**src/rtl/asc_pkg.sv**
```systemverilog
package asc_pkg;

    localparam int KindW = 5;
    localparam int PosW  = 6;
    localparam int StatW = 2;
    localparam int RomW  = 5;

    // Token kind codes.
    localparam logic [KindW-1:0] K_MEM    = 5'd0;
    localparam logic [KindW-1:0] K_MID    = 5'd1;
    localparam logic [KindW-1:0] K_NUM    = 5'd2;
    localparam logic [KindW-1:0] K_REG    = 5'd3;
    localparam logic [KindW-1:0] K_RID    = 5'd4;
    localparam logic [KindW-1:0] K_FUNC   = 5'd5;
    localparam logic [KindW-1:0] K_ID     = 5'd6;
    localparam logic [KindW-1:0] K_COLON  = 5'd7;
    localparam logic [KindW-1:0] K_SEMI   = 5'd8;
    localparam logic [KindW-1:0] K_EOF    = 5'd9;
    localparam logic [KindW-1:0] K_ADD    = 5'd10;
    localparam logic [KindW-1:0] K_ADDI   = 5'd11;
    localparam logic [KindW-1:0] K_SUB    = 5'd12;
    localparam logic [KindW-1:0] K_LA     = 5'd13;
    localparam logic [KindW-1:0] K_LW     = 5'd14;
    localparam logic [KindW-1:0] K_LI     = 5'd15;
    localparam logic [KindW-1:0] K_SW     = 5'd16;
    localparam logic [KindW-1:0] K_B      = 5'd17;
    localparam logic [KindW-1:0] K_BLTZ   = 5'd18;
    localparam logic [KindW-1:0] K_NOP    = 5'd19;
    localparam logic [KindW-1:0] K_JAL    = 5'd20;
    localparam logic [KindW-1:0] K_AND    = 5'd21;
    localparam logic [KindW-1:0] K_ANDI   = 5'd22;
    localparam logic [KindW-1:0] K_COMMA  = 5'd23;
    localparam logic [KindW-1:0] K_LPAREN = 5'd24;
    localparam logic [KindW-1:0] K_RPAREN = 5'd25;

    // Result status codes.
    localparam logic [StatW-1:0] ST_OK      = 2'd0;
    localparam logic [StatW-1:0] ST_DONE    = 2'd1;
    localparam logic [StatW-1:0] ST_ERROR   = 2'd2;
    localparam logic [StatW-1:0] ST_SKIPPED = 2'd3;

    // Grammar positions. Positions from POS_ROM up to POS_ROM_END walk the operand sequence table.
    localparam logic [PosW-1:0] POS_FIRST = 6'd0;
    localparam logic [PosW-1:0] POS_NEXT  = 6'd1;
    localparam logic [PosW-1:0] POS_LABEL = 6'd2;
    localparam logic [PosW-1:0] POS_SEMI  = 6'd3;
    localparam logic [PosW-1:0] POS_COLON = 6'd4;
    localparam logic [PosW-1:0] POS_ROM   = 6'd5;
    localparam int RomLen = 29;
    localparam logic [PosW-1:0] POS_ROM_END = POS_ROM + PosW'(RomLen);

    // Starting offsets of the operand sequences.
    localparam logic [PosW-1:0] SEQ_MEM   = 6'd0;
    localparam logic [PosW-1:0] SEQ_REG   = 6'd2;
    localparam logic [PosW-1:0] SEQ_NAME  = 6'd3;
    localparam logic [PosW-1:0] SEQ_RRR   = 6'd4;
    localparam logic [PosW-1:0] SEQ_RRN   = 6'd9;
    localparam logic [PosW-1:0] SEQ_LA    = 6'd14;
    localparam logic [PosW-1:0] SEQ_MEMOP = 6'd17;
    localparam logic [PosW-1:0] SEQ_LI    = 6'd23;
    localparam logic [PosW-1:0] SEQ_BLTZ  = 6'd26;

    typedef struct packed {
        logic [PosW-1:0]  pos;
        logic             skip;
        logic [StatW-1:0] status;
        logic [KindW-1:0] offending;
    } asc_step_t;

    // Expected kind at each entry of the operand sequence table.
    function automatic logic [KindW-1:0] rom_kind(input logic [RomW-1:0] idx);
        logic [KindW-1:0] k;
        case (idx)
            5'd0:    k = K_MID;
            5'd1:    k = K_NUM;
            5'd2:    k = K_RID;
            5'd3:    k = K_ID;
            5'd4:    k = K_RID;
            5'd5:    k = K_COMMA;
            5'd6:    k = K_RID;
            5'd7:    k = K_COMMA;
            5'd8:    k = K_RID;
            5'd9:    k = K_RID;
            5'd10:   k = K_COMMA;
            5'd11:   k = K_RID;
            5'd12:   k = K_COMMA;
            5'd13:   k = K_NUM;
            5'd14:   k = K_RID;
            5'd15:   k = K_COMMA;
            5'd16:   k = K_MID;
            5'd17:   k = K_RID;
            5'd18:   k = K_COMMA;
            5'd19:   k = K_NUM;
            5'd20:   k = K_LPAREN;
            5'd21:   k = K_RID;
            5'd22:   k = K_RPAREN;
            5'd23:   k = K_RID;
            5'd24:   k = K_COMMA;
            5'd25:   k = K_NUM;
            5'd26:   k = K_RID;
            5'd27:   k = K_COMMA;
            5'd28:   k = K_ID;
            default: k = K_EOF;
        endcase
        return k;
    endfunction

    // True where an entry closes its sequence and a semicolon follows.
    function automatic logic rom_last(input logic [RomW-1:0] idx);
        logic l;
        case (idx)
            5'd1, 5'd2, 5'd3, 5'd8, 5'd13, 5'd16, 5'd22, 5'd25, 5'd28: l = 1'b1;
            default: l = 1'b0;
        endcase
        return l;
    endfunction

endpackage

```
**src/rtl/asc_step.sv**
```systemverilog
module asc_step (
    input  logic [asc_pkg::PosW-1:0]  pos,
    input  logic                      skip,
    input  logic [asc_pkg::KindW-1:0] kind,
    output asc_pkg::asc_step_t        step
);
    import asc_pkg::*;

    logic             ok;
    logic             done;
    logic [PosW-1:0]  next_pos;
    logic             instr_ok;
    logic [PosW-1:0]  instr_pos;
    logic             stmt_ok;
    logic [PosW-1:0]  stmt_pos;
    logic [RomW-1:0]  rom_idx;
    logic [PosW-1:0]  rom_off;

    // Position after an instruction keyword.
    always_comb begin
        instr_ok  = 1'b1;
        instr_pos = POS_FIRST;
        case (kind)
            K_ADD, K_SUB, K_AND: instr_pos = POS_ROM + SEQ_RRR;
            K_ADDI, K_ANDI:      instr_pos = POS_ROM + SEQ_RRN;
            K_LA:                instr_pos = POS_ROM + SEQ_LA;
            K_LW, K_SW:          instr_pos = POS_ROM + SEQ_MEMOP;
            K_LI:                instr_pos = POS_ROM + SEQ_LI;
            K_B, K_JAL:          instr_pos = POS_ROM + SEQ_NAME;
            K_BLTZ:              instr_pos = POS_ROM + SEQ_BLTZ;
            K_NOP:               instr_pos = POS_SEMI;
            default:             instr_ok  = 1'b0;
        endcase
    end

    // Position after the first token of a statement.
    always_comb begin
        stmt_ok  = 1'b1;
        stmt_pos = POS_FIRST;
        case (kind)
            K_MEM:   stmt_pos = POS_ROM + SEQ_MEM;
            K_REG:   stmt_pos = POS_ROM + SEQ_REG;
            K_FUNC:  stmt_pos = POS_ROM + SEQ_NAME;
            K_ID:    stmt_pos = POS_COLON;
            default: begin
                stmt_ok  = instr_ok;
                stmt_pos = instr_pos;
            end
        endcase
    end

    assign rom_off = pos - POS_ROM;
    assign rom_idx = rom_off[RomW-1:0];

    always_comb begin
        done     = 1'b0;
        ok       = 1'b0;
        next_pos = POS_FIRST;
        if (pos == POS_NEXT && kind == K_EOF) begin
            ok   = 1'b1;
            done = 1'b1;
        end else if (pos == POS_NEXT || pos == POS_FIRST) begin
            ok       = stmt_ok;
            next_pos = stmt_pos;
        end else if (pos == POS_LABEL) begin
            ok       = instr_ok;
            next_pos = instr_pos;
        end else if (pos == POS_SEMI) begin
            ok       = (kind == K_SEMI);
            next_pos = POS_NEXT;
        end else if (pos == POS_COLON) begin
            ok       = (kind == K_COLON);
            next_pos = POS_LABEL;
        end else if (pos < POS_ROM_END) begin
            ok       = (kind == rom_kind(rom_idx));
            next_pos = rom_last(rom_idx) ? POS_SEMI : pos + PosW'(1);
        end else begin
            // Unused position codes behave as the start of a first statement.
            ok       = stmt_ok;
            next_pos = stmt_pos;
        end
    end

    always_comb begin
        if (skip) begin
            step.pos       = (kind == K_EOF) ? POS_FIRST : pos;
            step.skip      = (kind != K_EOF);
            step.status    = ST_SKIPPED;
            step.offending = '0;
        end else if (ok) begin
            step.pos       = next_pos;
            step.skip      = 1'b0;
            step.status    = done ? ST_DONE : ST_OK;
            step.offending = '0;
        end else begin
            // An error on eof restarts at once; any other kind skips to eof.
            step.pos       = POS_FIRST;
            step.skip      = (kind != K_EOF);
            step.status    = ST_ERROR;
            step.offending = kind;
        end
    end

endmodule

```
**src/rtl/assembly_token_syntax_checker_top.sv**
```systemverilog
// An accepted token's result is registered and reaches the master side next cycle.
// Throughput: one token per cycle while m_tready is high; position and skip flag
// advance in a single registered step, and the result register frees as it is read.
// Reset (aresetn low, synchronous): the grammar returns to the start of a
// first statement, skipping is cleared and no result is pending.
module assembly_token_syntax_checker_top (
    input  logic       aclk,
    input  logic       aresetn,
    input  logic       s_tvalid,
    output logic       s_tready,
    input  logic [7:0] s_tdata,   // [4:0] token_kind
    output logic       m_tvalid,
    input  logic       m_tready,
    output logic [7:0] m_tdata,   // [4:0] offending_kind
    output logic [1:0] m_tuser    // [1:0] status
);
    import asc_pkg::*;

    logic [PosW-1:0]  pos_reg;
    logic             skip_reg;
    logic             valid_reg;
    logic [StatW-1:0] status_reg;
    logic [KindW-1:0] offending_reg;
    logic             take;
    asc_step_t        step;

    asc_step u_step (
        .pos  (pos_reg),
        .skip (skip_reg),
        .kind (s_tdata[KindW-1:0]),
        .step (step)
    );

    // A new request is taken whenever the result register is empty or being read.
    assign s_tready = !valid_reg || m_tready;
    assign take     = s_tvalid && s_tready;

    always_ff @(posedge aclk) begin
        if (!aresetn) begin
            pos_reg   <= POS_FIRST;
            skip_reg  <= 1'b0;
            valid_reg <= 1'b0;
        end else begin
            if (take) begin
                pos_reg  <= step.pos;
                skip_reg <= step.skip;
            end
            if (take) begin
                valid_reg <= 1'b1;
            end else if (m_tready) begin
                valid_reg <= 1'b0;
            end
        end
    end

    always_ff @(posedge aclk) begin
        if (take) begin
            status_reg    <= step.status;
            offending_reg <= step.offending;
        end
    end

    assign m_tvalid = valid_reg;
    assign m_tdata  = {(8 - KindW)'(0), offending_reg};
    assign m_tuser  = status_reg;

endmodule
```
**config.mk**
```make
export PLATFORM = sky130hd
export DESIGN_NAME = assembly_token_syntax_checker_top
export DESIGN_NICKNAME = d
export VERILOG_FILES = /design/src/rtl/asc_pkg.sv /design/src/rtl/asc_step.sv /design/src/rtl/assembly_token_syntax_checker_top.sv
export SDC_FILE = /design/constraint.sdc
export NUM_CORES = 1
export LEC_CHECK = 0
export ABC_CLOCK_PERIOD_IN_PS = 4100
export BUFFER_PORTS_ARGS = -buffer_cell sky130_fd_sc_hd__buf_2
export CAP_MARGIN = 20
export CORE_MARGIN = 4
export CORE_UTILIZATION = 30
export DETAILED_ROUTE_END_ITERATION = 12
export PLACE_DENSITY = 0.43
export SYNTH_ARGS = -nofsm -noshare
export SYNTH_HDL_FRONTEND = slang
export SYNTH_SLANG_ARGS = --single-unit
export TNS_END_PERCENT = 20
```
**constraint.sdc**
```tcl
create_clock -name aclk -period 4.1 [get_ports aclk]
set_input_delay 0.41 -clock aclk [delete_from_list [all_inputs] [get_ports aclk]]
set_output_delay 0.41 -clock aclk [all_outputs]
set_load 0.01 [all_outputs]
```
* Word-level counts from Yosys, hierarchy flattened
Memories as Yosys holds them, arrays and structs flattened.
Index checks and enable logic that the tools add are counted.
** Storage, ports and cells
- Output and inout port bits :: 12
- Logic and storage cells :: 91
- Latch bits :: 0
- Input port bits :: 12
- Register bits after elaboration :: 15
- RAM bits :: 0
- Bits in read-only memories :: 192
- Memories :: 2
** Cells by class
- Shift-type cells :: 0
- Mux-type cells :: 36
- Bitwise operators :: 1
- $lt $le $gt $ge :: 1
- Reduce and logical (&&, ||, !) cells :: 17
- Add/sub/neg operators :: 2
- Equality and inequality tests :: 26
- Div/mod/pow operators :: 0
- Multipliers :: 0
** Memories
- (name not given) :: depth 32, bits a word 5, rd ports 1, clocked after Yosys merged registers in 0, wr ports 0, line asc_pkg.sv:73 : case (idx)
- (name not given) :: depth 32, bits a word 1, rd ports 1, clocked after Yosys merged registers in 0, wr ports 0, line asc_pkg.sv:111 : case (idx)
** Operators by type and width (count)
- two-way mux 6 bit :: 8
- == test 5 x 4 -> 1 bit (second input constant) :: 8
- case mux 5 bit (8 select lines) :: 1
- == test 5 bit (second input constant) :: 7
- two-way mux 5 bit :: 6
- two-way mux 14 bit :: 2
- case mux 5 bit (4 select lines) :: 1
- two-way mux 1 bit :: 18
- == test 5 x 3 -> 1 bit (second input constant) :: 3
- OR reduction 13 bit :: 1
- == test 6 x 2 -> 1 bit (second input constant) :: 2
- OR reduction 2 bit :: 5
- adder 6 x 1 -> 6 bit (second input constant) :: 1
- == test 6 x 1 -> 1 bit (second input constant) :: 1
- == test 6 x 3 -> 1 bit (second input constant) :: 1
- logical NOT 6 bit :: 1
- less-than comparator 6 bit (second input constant) :: 1
- == test 5 x 2 -> 1 bit (second input constant) :: 1
- == test 5 bit :: 1
- logical NOT 5 bit :: 1
- inequality test 5 x 4 -> 1 bit (second input constant) :: 1
- subtractor 5 x 3 -> 5 bit (second input constant) :: 1
- OR reduction 4 bit :: 1
- OR reduction 3 bit :: 1
- 7 further kinds :: 9

* Depth between registers and ports, before layout
An unclocked memory read counts as a cell.
- Depth in word-level cells :: 17
- Gate-level depth with buffers :: 14
- Mapped depth without buffers :: 11

* Cells and area by module
Synthesis repeated with hierarchy kept, for this count alone.
** Second synthesis, totals
- Cells, all modules :: 341
- Area, all modules :: 2433.6 um^2
** Modules (own cells, without submodules)
- asc_step :: sequential area each 0.0 um^2, cells each 295, instances 1, area an instance 1864.3 um^2
- assembly_token_syntax_checker_top :: sequential area each 370.4 um^2, cells each 46, instances 1, area an instance 569.3 um^2

* Worst setup path before layout
Ideal clock, no wire load.
- Path type :: register to register
- Start point :: register pos_reg[0]
- End point :: register offending_reg[3] (data pin)
- Data required time :: 3.845 ns
- Period minus slack after synthesis :: 2.982 ns
- Library setup time :: 0.255 ns
- Path slack :: 1.118 ns
- Path buffers :: 3
- Stages on the path, launching flop included :: 14
- Arrival time :: 2.727 ns
- Cell sequence :: dfxtp_1 -> buf_6 -> clkinv_1 -> ha_1 -> buf_6 -> and2_1 -> a22oi_1 -> o22ai_1 -> a222oi_1 -> xnor2_1 -> a41o_1 -> buf_6 -> nor2_1 -> and2_1
** On the way
- Cells in the longest elaborated chain, start to end :: 16
- Elaborated cells between the ends (all ways) :: 24
- Classes of those cells :: add/sub (1); order compare (1); eq/ne (5); mux (12); reduce/logical (4); memory (1)
** RTL lines
- from (decl) :: line assembly_token_syntax_checker_top.sv:19 : logic [PosW-1:0] pos_reg;
- from (signal assigned) :: line assembly_token_syntax_checker_top.sv:45 : pos_reg <= step.pos;
- subtractor 5 x 3 -> 5 bit :: line asc_step.sv:52 : assign rom_off = pos - POS_ROM;
- memory (32 x 5 bit)
- two-way mux 5 bit :: line asc_step.sv:74 : end else if (pos < POS_ROM_END) begin
- two-way mux 5 bit :: line asc_step.sv:71 : end else if (pos == POS_COLON) begin
- two-way mux 5 bit :: line asc_step.sv:68 : end else if (pos == POS_SEMI) begin
- two-way mux 5 bit :: line asc_step.sv:65 : end else if (pos == POS_LABEL) begin
- two-way mux 5 bit :: line asc_step.sv:62 : end else if (pos == POS_NEXT || pos == POS_FIRST) begin
- two-way mux 5 bit :: line asc_step.sv:59 : if (pos == POS_NEXT && kind == K_EOF) begin
- == test 5 bit :: line asc_step.sv:75 : ok = (kind == rom_kind(rom_idx));
- two-way mux 1 bit :: line asc_step.sv:74
- two-way mux 1 bit :: line asc_step.sv:71
- two-way mux 1 bit :: line asc_step.sv:68
- two-way mux 1 bit :: line asc_step.sv:65
- two-way mux 1 bit :: line asc_step.sv:62
- two-way mux 1 bit (*) :: line asc_step.sv:59
- OR reduction 2 bit (no source line) (*)
- to (signal assigned) :: line assembly_token_syntax_checker_top.sv:59 : offending_reg <= step.offending;
- to (decl) :: line assembly_token_syntax_checker_top.sv:23 : logic [KindW-1:0] offending_reg;
Mark *: on every way between the ends. The rest lies on a longest branch, timed or not. The select of a mux whose other input is x is not followed.
A chain may end at the register's enable or synchronous reset.

* Worst setup path after layout
- Start point :: register pos_reg[1]
- End point :: register pos_reg[3]
** On the way
- Cells in the longest elaborated chain, start to end :: 17
- Elaborated cells between the ends (all ways) :: 40
- Classes of those cells :: add/sub (2); order compare (1); eq/ne (5); mux (27); reduce/logical (3); memory (2)
** RTL lines
- subtractor 5 x 3 -> 5 bit :: line asc_step.sv:52
- memory (32 x 5 bit) / memory (32 x 1 bit) (equally long branches)
- two-way mux 5 bit / two-way mux 1 bit (equally long branches) :: line asc_step.sv:74
- two-way mux 5 bit / two-way mux 1 bit (equally long branches) :: line asc_step.sv:71
- two-way mux 5 bit / two-way mux 1 bit (equally long branches) :: line asc_step.sv:68
- two-way mux 5 bit / two-way mux 1 bit (equally long branches) :: line asc_step.sv:65
- two-way mux 5 bit / two-way mux 1 bit (equally long branches) :: line asc_step.sv:62
- two-way mux 5 bit / two-way mux 1 bit (equally long branches) :: line asc_step.sv:59
- == test 5 bit / two-way mux 6 bit (equally long branches) :: line asc_step.sv:75, asc_step.sv:76
- two-way mux 1 bit / two-way mux 6 bit (equally long branches) :: line asc_step.sv:74
- two-way mux 1 bit / two-way mux 6 bit (equally long branches) :: line asc_step.sv:71
- two-way mux 1 bit / two-way mux 6 bit (equally long branches) :: line asc_step.sv:68
- two-way mux 1 bit / two-way mux 6 bit (equally long branches) :: line asc_step.sv:65
- two-way mux 1 bit / two-way mux 6 bit (equally long branches) :: line asc_step.sv:62
- two-way mux 1 bit / two-way mux 6 bit (equally long branches) :: line asc_step.sv:59
- two-way mux 14 bit (*) :: line asc_step.sv:90 : end else if (ok) begin
- two-way mux 14 bit (*) :: line asc_step.sv:85 : if (skip) begin
Marks and branches as above.

==> metrics.txt <==
# TYPE chip_impl_metric gauge
chip_impl_metric{name="synth_xor_xnor_area_share",unit="%"} 4.847
chip_impl_metric{name="post_drt_wl_per_cell",unit="µm"} 16.74
chip_impl_metric{name="portBuffers",unit=""} 17
chip_impl_metric{name="final_period_minus_worst_setup_slack",unit="ns"} 3.480
chip_impl_metric{name="remaining_drc_errors",unit=""} 0
chip_impl_metric{name="cp_data_required_time",unit="ns"} 4.29
chip_impl_metric{name="estimated_wirelength_of_the_detail_placed_design",unit="µm"} 5163
chip_impl_info{name="cp_top_family",value="compound AO/OA/AOI/OAI gates"} 1
chip_impl_metric{name="postSynthCellCount",unit=""} 325
chip_impl_metric{name="die_h",unit="µm"} 95.51
chip_impl_metric{name="clock_tree_skew_after_final_layout",unit="ns"} 0.004455
chip_impl_metric{name="clock_insertion_delay_worst_skew",unit="ns"} 0.24
chip_impl_metric{name="yosys.area_share.adder",unit="%"} 4.357
chip_impl_info{name="cts_tree",value="yes"} 1
chip_impl_info{name="synth_top_area_cell",value="edfxtp_1"} 1
chip_impl_metric{name="holdBufCountCts",unit=""} 0
chip_impl_metric{name="flow.area_growth_from_synthesis",unit="%"} 6.590
chip_impl_metric{name="hold_viol",unit=""} 0
chip_impl_metric{name="synth-seq-cells",unit=""} 15
chip_impl_metric{name="number_of_global_route_vias_before_repair",unit=""} 2176
chip_impl_metric{name="synth-warning-count",unit=""} 0
chip_impl_metric{name="cp_num_buf_inv",unit=""} 1
chip_impl_metric{name="core.rowCount",unit=""} 31
chip_impl_metric{name="wl_met1",unit="µm"} 3330
chip_impl_info{name="hold_path_class",value="input pin to flop"} 1
chip_impl_info{name="synth_top_flop_cell",value="dfxtp_1"} 1
chip_impl_metric{name="chip_width",unit="µm"} 95.51
chip_impl_metric{name="tritoncts_num_sinks",unit=""} 15
chip_impl_metric{name="timing.critical_path.slowest_cell_delay",unit="ns"} 0.58
chip_impl_info{name="nature_of_the_critical_path_endpoint",value="flop"} 1
chip_impl_metric{name="setup-tns-final",unit="ns"} 0
chip_impl_metric{name="vias",unit=""} 2425
chip_impl_metric{name="syn_area",unit="mm²"} 0.002297
chip_impl_metric{name="cts.repair.resized",unit=""} 0
chip_impl_info{name="grt_setup_unrepaired",value="false"} 1
chip_impl_info{name="synth_top_family_by_area",value="compound AO/OA/AOI/OAI gates"} 1
chip_impl_metric{name="p_leak",unit="nW"} 0.8846
chip_impl_metric{name="setup_viol_count_final",unit=""} 0
chip_impl_metric{name="vdd_drop_max",unit="V"} 0.00008832
chip_impl_metric{name="synth_compound_area_share",unit="%"} 36.60
chip_impl_metric{name="synth_seq_area_share",unit="%"} 16.12
chip_impl_metric{name="routed-wl-met3",unit="µm"} 329
chip_impl_metric{name="fraction_of_synthesized_area_in_multiplexers",unit="%"} 2.233
chip_impl_metric{name="tightestPinTransition",unit="ns"} 0.5638
chip_impl_metric{name="grt_util_all_layers",unit="%"} 15.45
chip_impl_info{name="cp-start-kind",value="flop"} 1
chip_impl_info{name="crit-reg2reg-launch",value="pos_reg[1]$_SDFFE_PN0P_"} 1
chip_impl_metric{name="routabilityCongestion",unit=""} 0.8536
chip_impl_metric{name="postRouteWirelength",unit="µm"} 7148
chip_impl_metric{name="design.die.area",unit="mm²"} 0.009121
chip_impl_metric{name="final_nets",unit=""} 349
chip_impl_metric{name="relSlewSlack",unit="%"} 62.42
chip_impl_metric{name="timing_max_transition_violations_final",unit=""} 0
chip_impl_metric{name="grt_overflow_total",unit=""} 0
chip_impl_metric{name="synth_async_sr_flop_share",unit="%"} 0
chip_impl_info{name="maxUsedRoutingLayer",value="met4"} 1
chip_impl_info{name="cp_cell_sequence",value="inv_1 > ha_1 > nor2b_1 > a21oi_1 > a2bb2oi_1 > a21oi_1 > nor4_1 > xnor2_1 > a41o_1 > and2_1 > a22o_1"} 1
chip_impl_info{name="min-delay-start",value="s_tvalid"} 1
chip_impl_info{name="outcome",value="finished clean"} 1
chip_impl_metric{name="drt_iter0_drc",unit=""} 156
chip_impl_info{name="setup.worst_path.start",value="pos_reg[1]$_SDFFE_PN0P_"} 1
chip_impl_metric{name="io_pins",unit=""} 24
chip_impl_metric{name="postRouteAntennaNets",unit=""} 0
chip_impl_metric{name="met2_length",unit="µm"} 3417
chip_impl_info{name="cts_root_buf",value="clkbuf_8"} 1
chip_impl_metric{name="cts-root-to-sink-buffers",unit=""} 2
chip_impl_metric{name="max_cap_violations",unit=""} 0
chip_impl_metric{name="powerDensity",unit="mW/mm²"} 245.8
chip_impl_metric{name="numCtsBuffers",unit=""} 3
chip_impl_metric{name="post_cts_buffers",unit=""} 0
chip_impl_metric{name="final.period_utilization",unit="%"} 84.88
chip_impl_metric{name="yosys.area_share.simple",unit="%"} 25.82
chip_impl_metric{name="max_freq",unit="GHz"} 0.2873
chip_impl_metric{name="hold_slack",unit="ns"} 0.4184
chip_impl_metric{name="initial_utilization",unit="%"} 31.34
chip_impl_metric{name="clkSlewWorstSetupHoldPaths",unit="ns"} 0.05
chip_impl_metric{name="synth_edf_count",unit=""} 7
chip_impl_metric{name="vias_per_cell",unit=""} 5.679
chip_impl_info{name="cell_with_the_largest_stage_delay_on_the_worst_path",value="ha_1"} 1
chip_impl_metric{name="antenna_found_initial",unit=""} 0
chip_impl_metric{name="timing.critical_path.fanout_max",unit=""} 15
chip_impl_metric{name="drt_pass1_iterations",unit=""} 5
chip_impl_metric{name="post_synth.cell_area_avg",unit="µm²"} 7.068
chip_impl_metric{name="timing.critical_path.arrival",unit="ns"} 3.67
chip_impl_metric{name="grt_first_pass_wirelength",unit="µm"} 11220
chip_impl_metric{name="maximum_number_of_pins_on_one_net_before_global_route_repair",unit=""} 23
chip_impl_metric{name="post_route_cells_drive_above_1_share",unit="%"} 10.67
chip_impl_metric{name="antenna_cells_inserted",unit=""} 0
chip_impl_metric{name="synth_cell_type_count",unit=""} 64
chip_impl_metric{name="cts-htree-levels",unit=""} 1
chip_impl_metric{name="synth_largest_type_area_fraction",unit="%"} 9.150
chip_impl_info{name="critical_path.most_common_cell",value="a21oi_1"} 1
chip_impl_info{name="netlist_top_cells_area",value="edfxtp_1, dfxtp_1, a21oi_1, nor2_1, o21ai_0"} 1
chip_impl_metric{name="fp.coreArea",unit="mm²"} 0.007331
chip_impl_metric{name="largest_reg_flops",unit=""} 6
chip_impl_info{name="type_of_the_worst_setup_path",value="flop to flop"} 1
## where the power goes
part / internal (mW) / switching (mW) / leakage, nW / total [mW]
logic: 0.116 / 0.188 / 0.727 / 0.304
registers: 0.172 / 0.00932 / 0.135 / 0.181
clock network: 0.0687 / 0.0482 / 0.0228 / 0.117
## routing by layer
layer / vias to the layer above / global-route usage (%)
met5: - / 0
li1: 1213 / -
met4: 0 / 3.318
met3: 10 / 0.9471
met2: 67 / 26.12
met1: 1135 / 21.58
## synth_stat cells, types with 4 or more instances
cell,number
a211oi_1,4
a21oi_1,27
a22o_1,7
a22oi_1,7
a31oi_1,7
a41o_1,4
and2_1,4
and3_1,4
buf_2,7
buf_6,6
clkbuf_1,12
dfxtp_1,8
edfxtp_1,7
ha_1,8
inv_1,12
mux2i_1,4
nand2_1,26
nand2b_1,12
nand3_1,8
nand4_1,4
nor2_1,33
nor2b_1,9
nor3_1,7
o21ai_0,23
o22ai_1,8
o31ai_1,4
xnor2_1,8
## layout by cell type, fill, tap and decap left out, types with 4 or more instances in the layout
master,instances
a211oi_1,4
a21oi_1,27
a22o_1,7
a22oi_1,7
a31oi_1,7
a41o_1,4
and2_1,4
and3_1,4
buf_2,17
buf_4,8
dfxtp_1,8
edfxtp_1,7
ha_1,8
inv_1,12
mux2i_1,4
nand2_1,26
nand2b_1,12
nand3_1,8
nand4_1,4
nor2_1,33
nor2b_1,9
nor3_1,7
o21ai_0,23
o22ai_1,8
o31ai_1,4
xnor2_1,8
## worst min-delay path, delay by kind of cell
kind / cells / cell delay (ns)
AOI/OAI and AO/OA: 1 / 0.06
buffers and inverters: 2 / 0.14
## kinds of logic after synthesis
group,count (synthesis)
AOI/OAI and AO/OA,123
adders and majority gates,8
DFF,15
xor gates and xnor gates,11
and+or+nand+nor,119
other,1
muxes,5
buffers and inverters,43
## final timing paths
check                                  to  cells past startpoint  slack (ns)
setup reg to reg  pos_reg[3]$_SDFFE_PN0P_                     11        0.62
hold reg to reg     m_tvalid$_SDFFE_PN0P_                      2        0.52
setup / recovery  pos_reg[3]$_SDFFE_PN0P_                     11        0.62
hold / removal      m_tvalid$_SDFFE_PN0P_                      3        0.42
## area by class of cell
class	instances	area, µm²
flip-flops and latches	15	370.4
multi-input cells	269	1708
clock buffers	4	45.04
repair buffers	25	145.1
inverters	15	56.30
well taps	99	123.9
fillers	807	4882
## stage by stage
stage / cells / setup slack, ns / instance area, µm² / utilization (%) / power, mW
after CTS: 427 / 0.6572 / 2449 / 33.40 / 0.6035
after global placement: 423 / 0.6847 / 2404 / 32.79 / 0.4891
after floorplan: 327 / 1.118 / 2305 / - / 0.4208
final: 427 / 0.6198 / 2449 / 33.40 / 0.6019
after global routing: 427 / 0.3963 / 2449 / 33.40 / 0.6428
after detailed placement: 423 / 0.7103 / 2404 / 32.79 / 0.4851
Note: power is estimated with default switching activity, not from simulation.
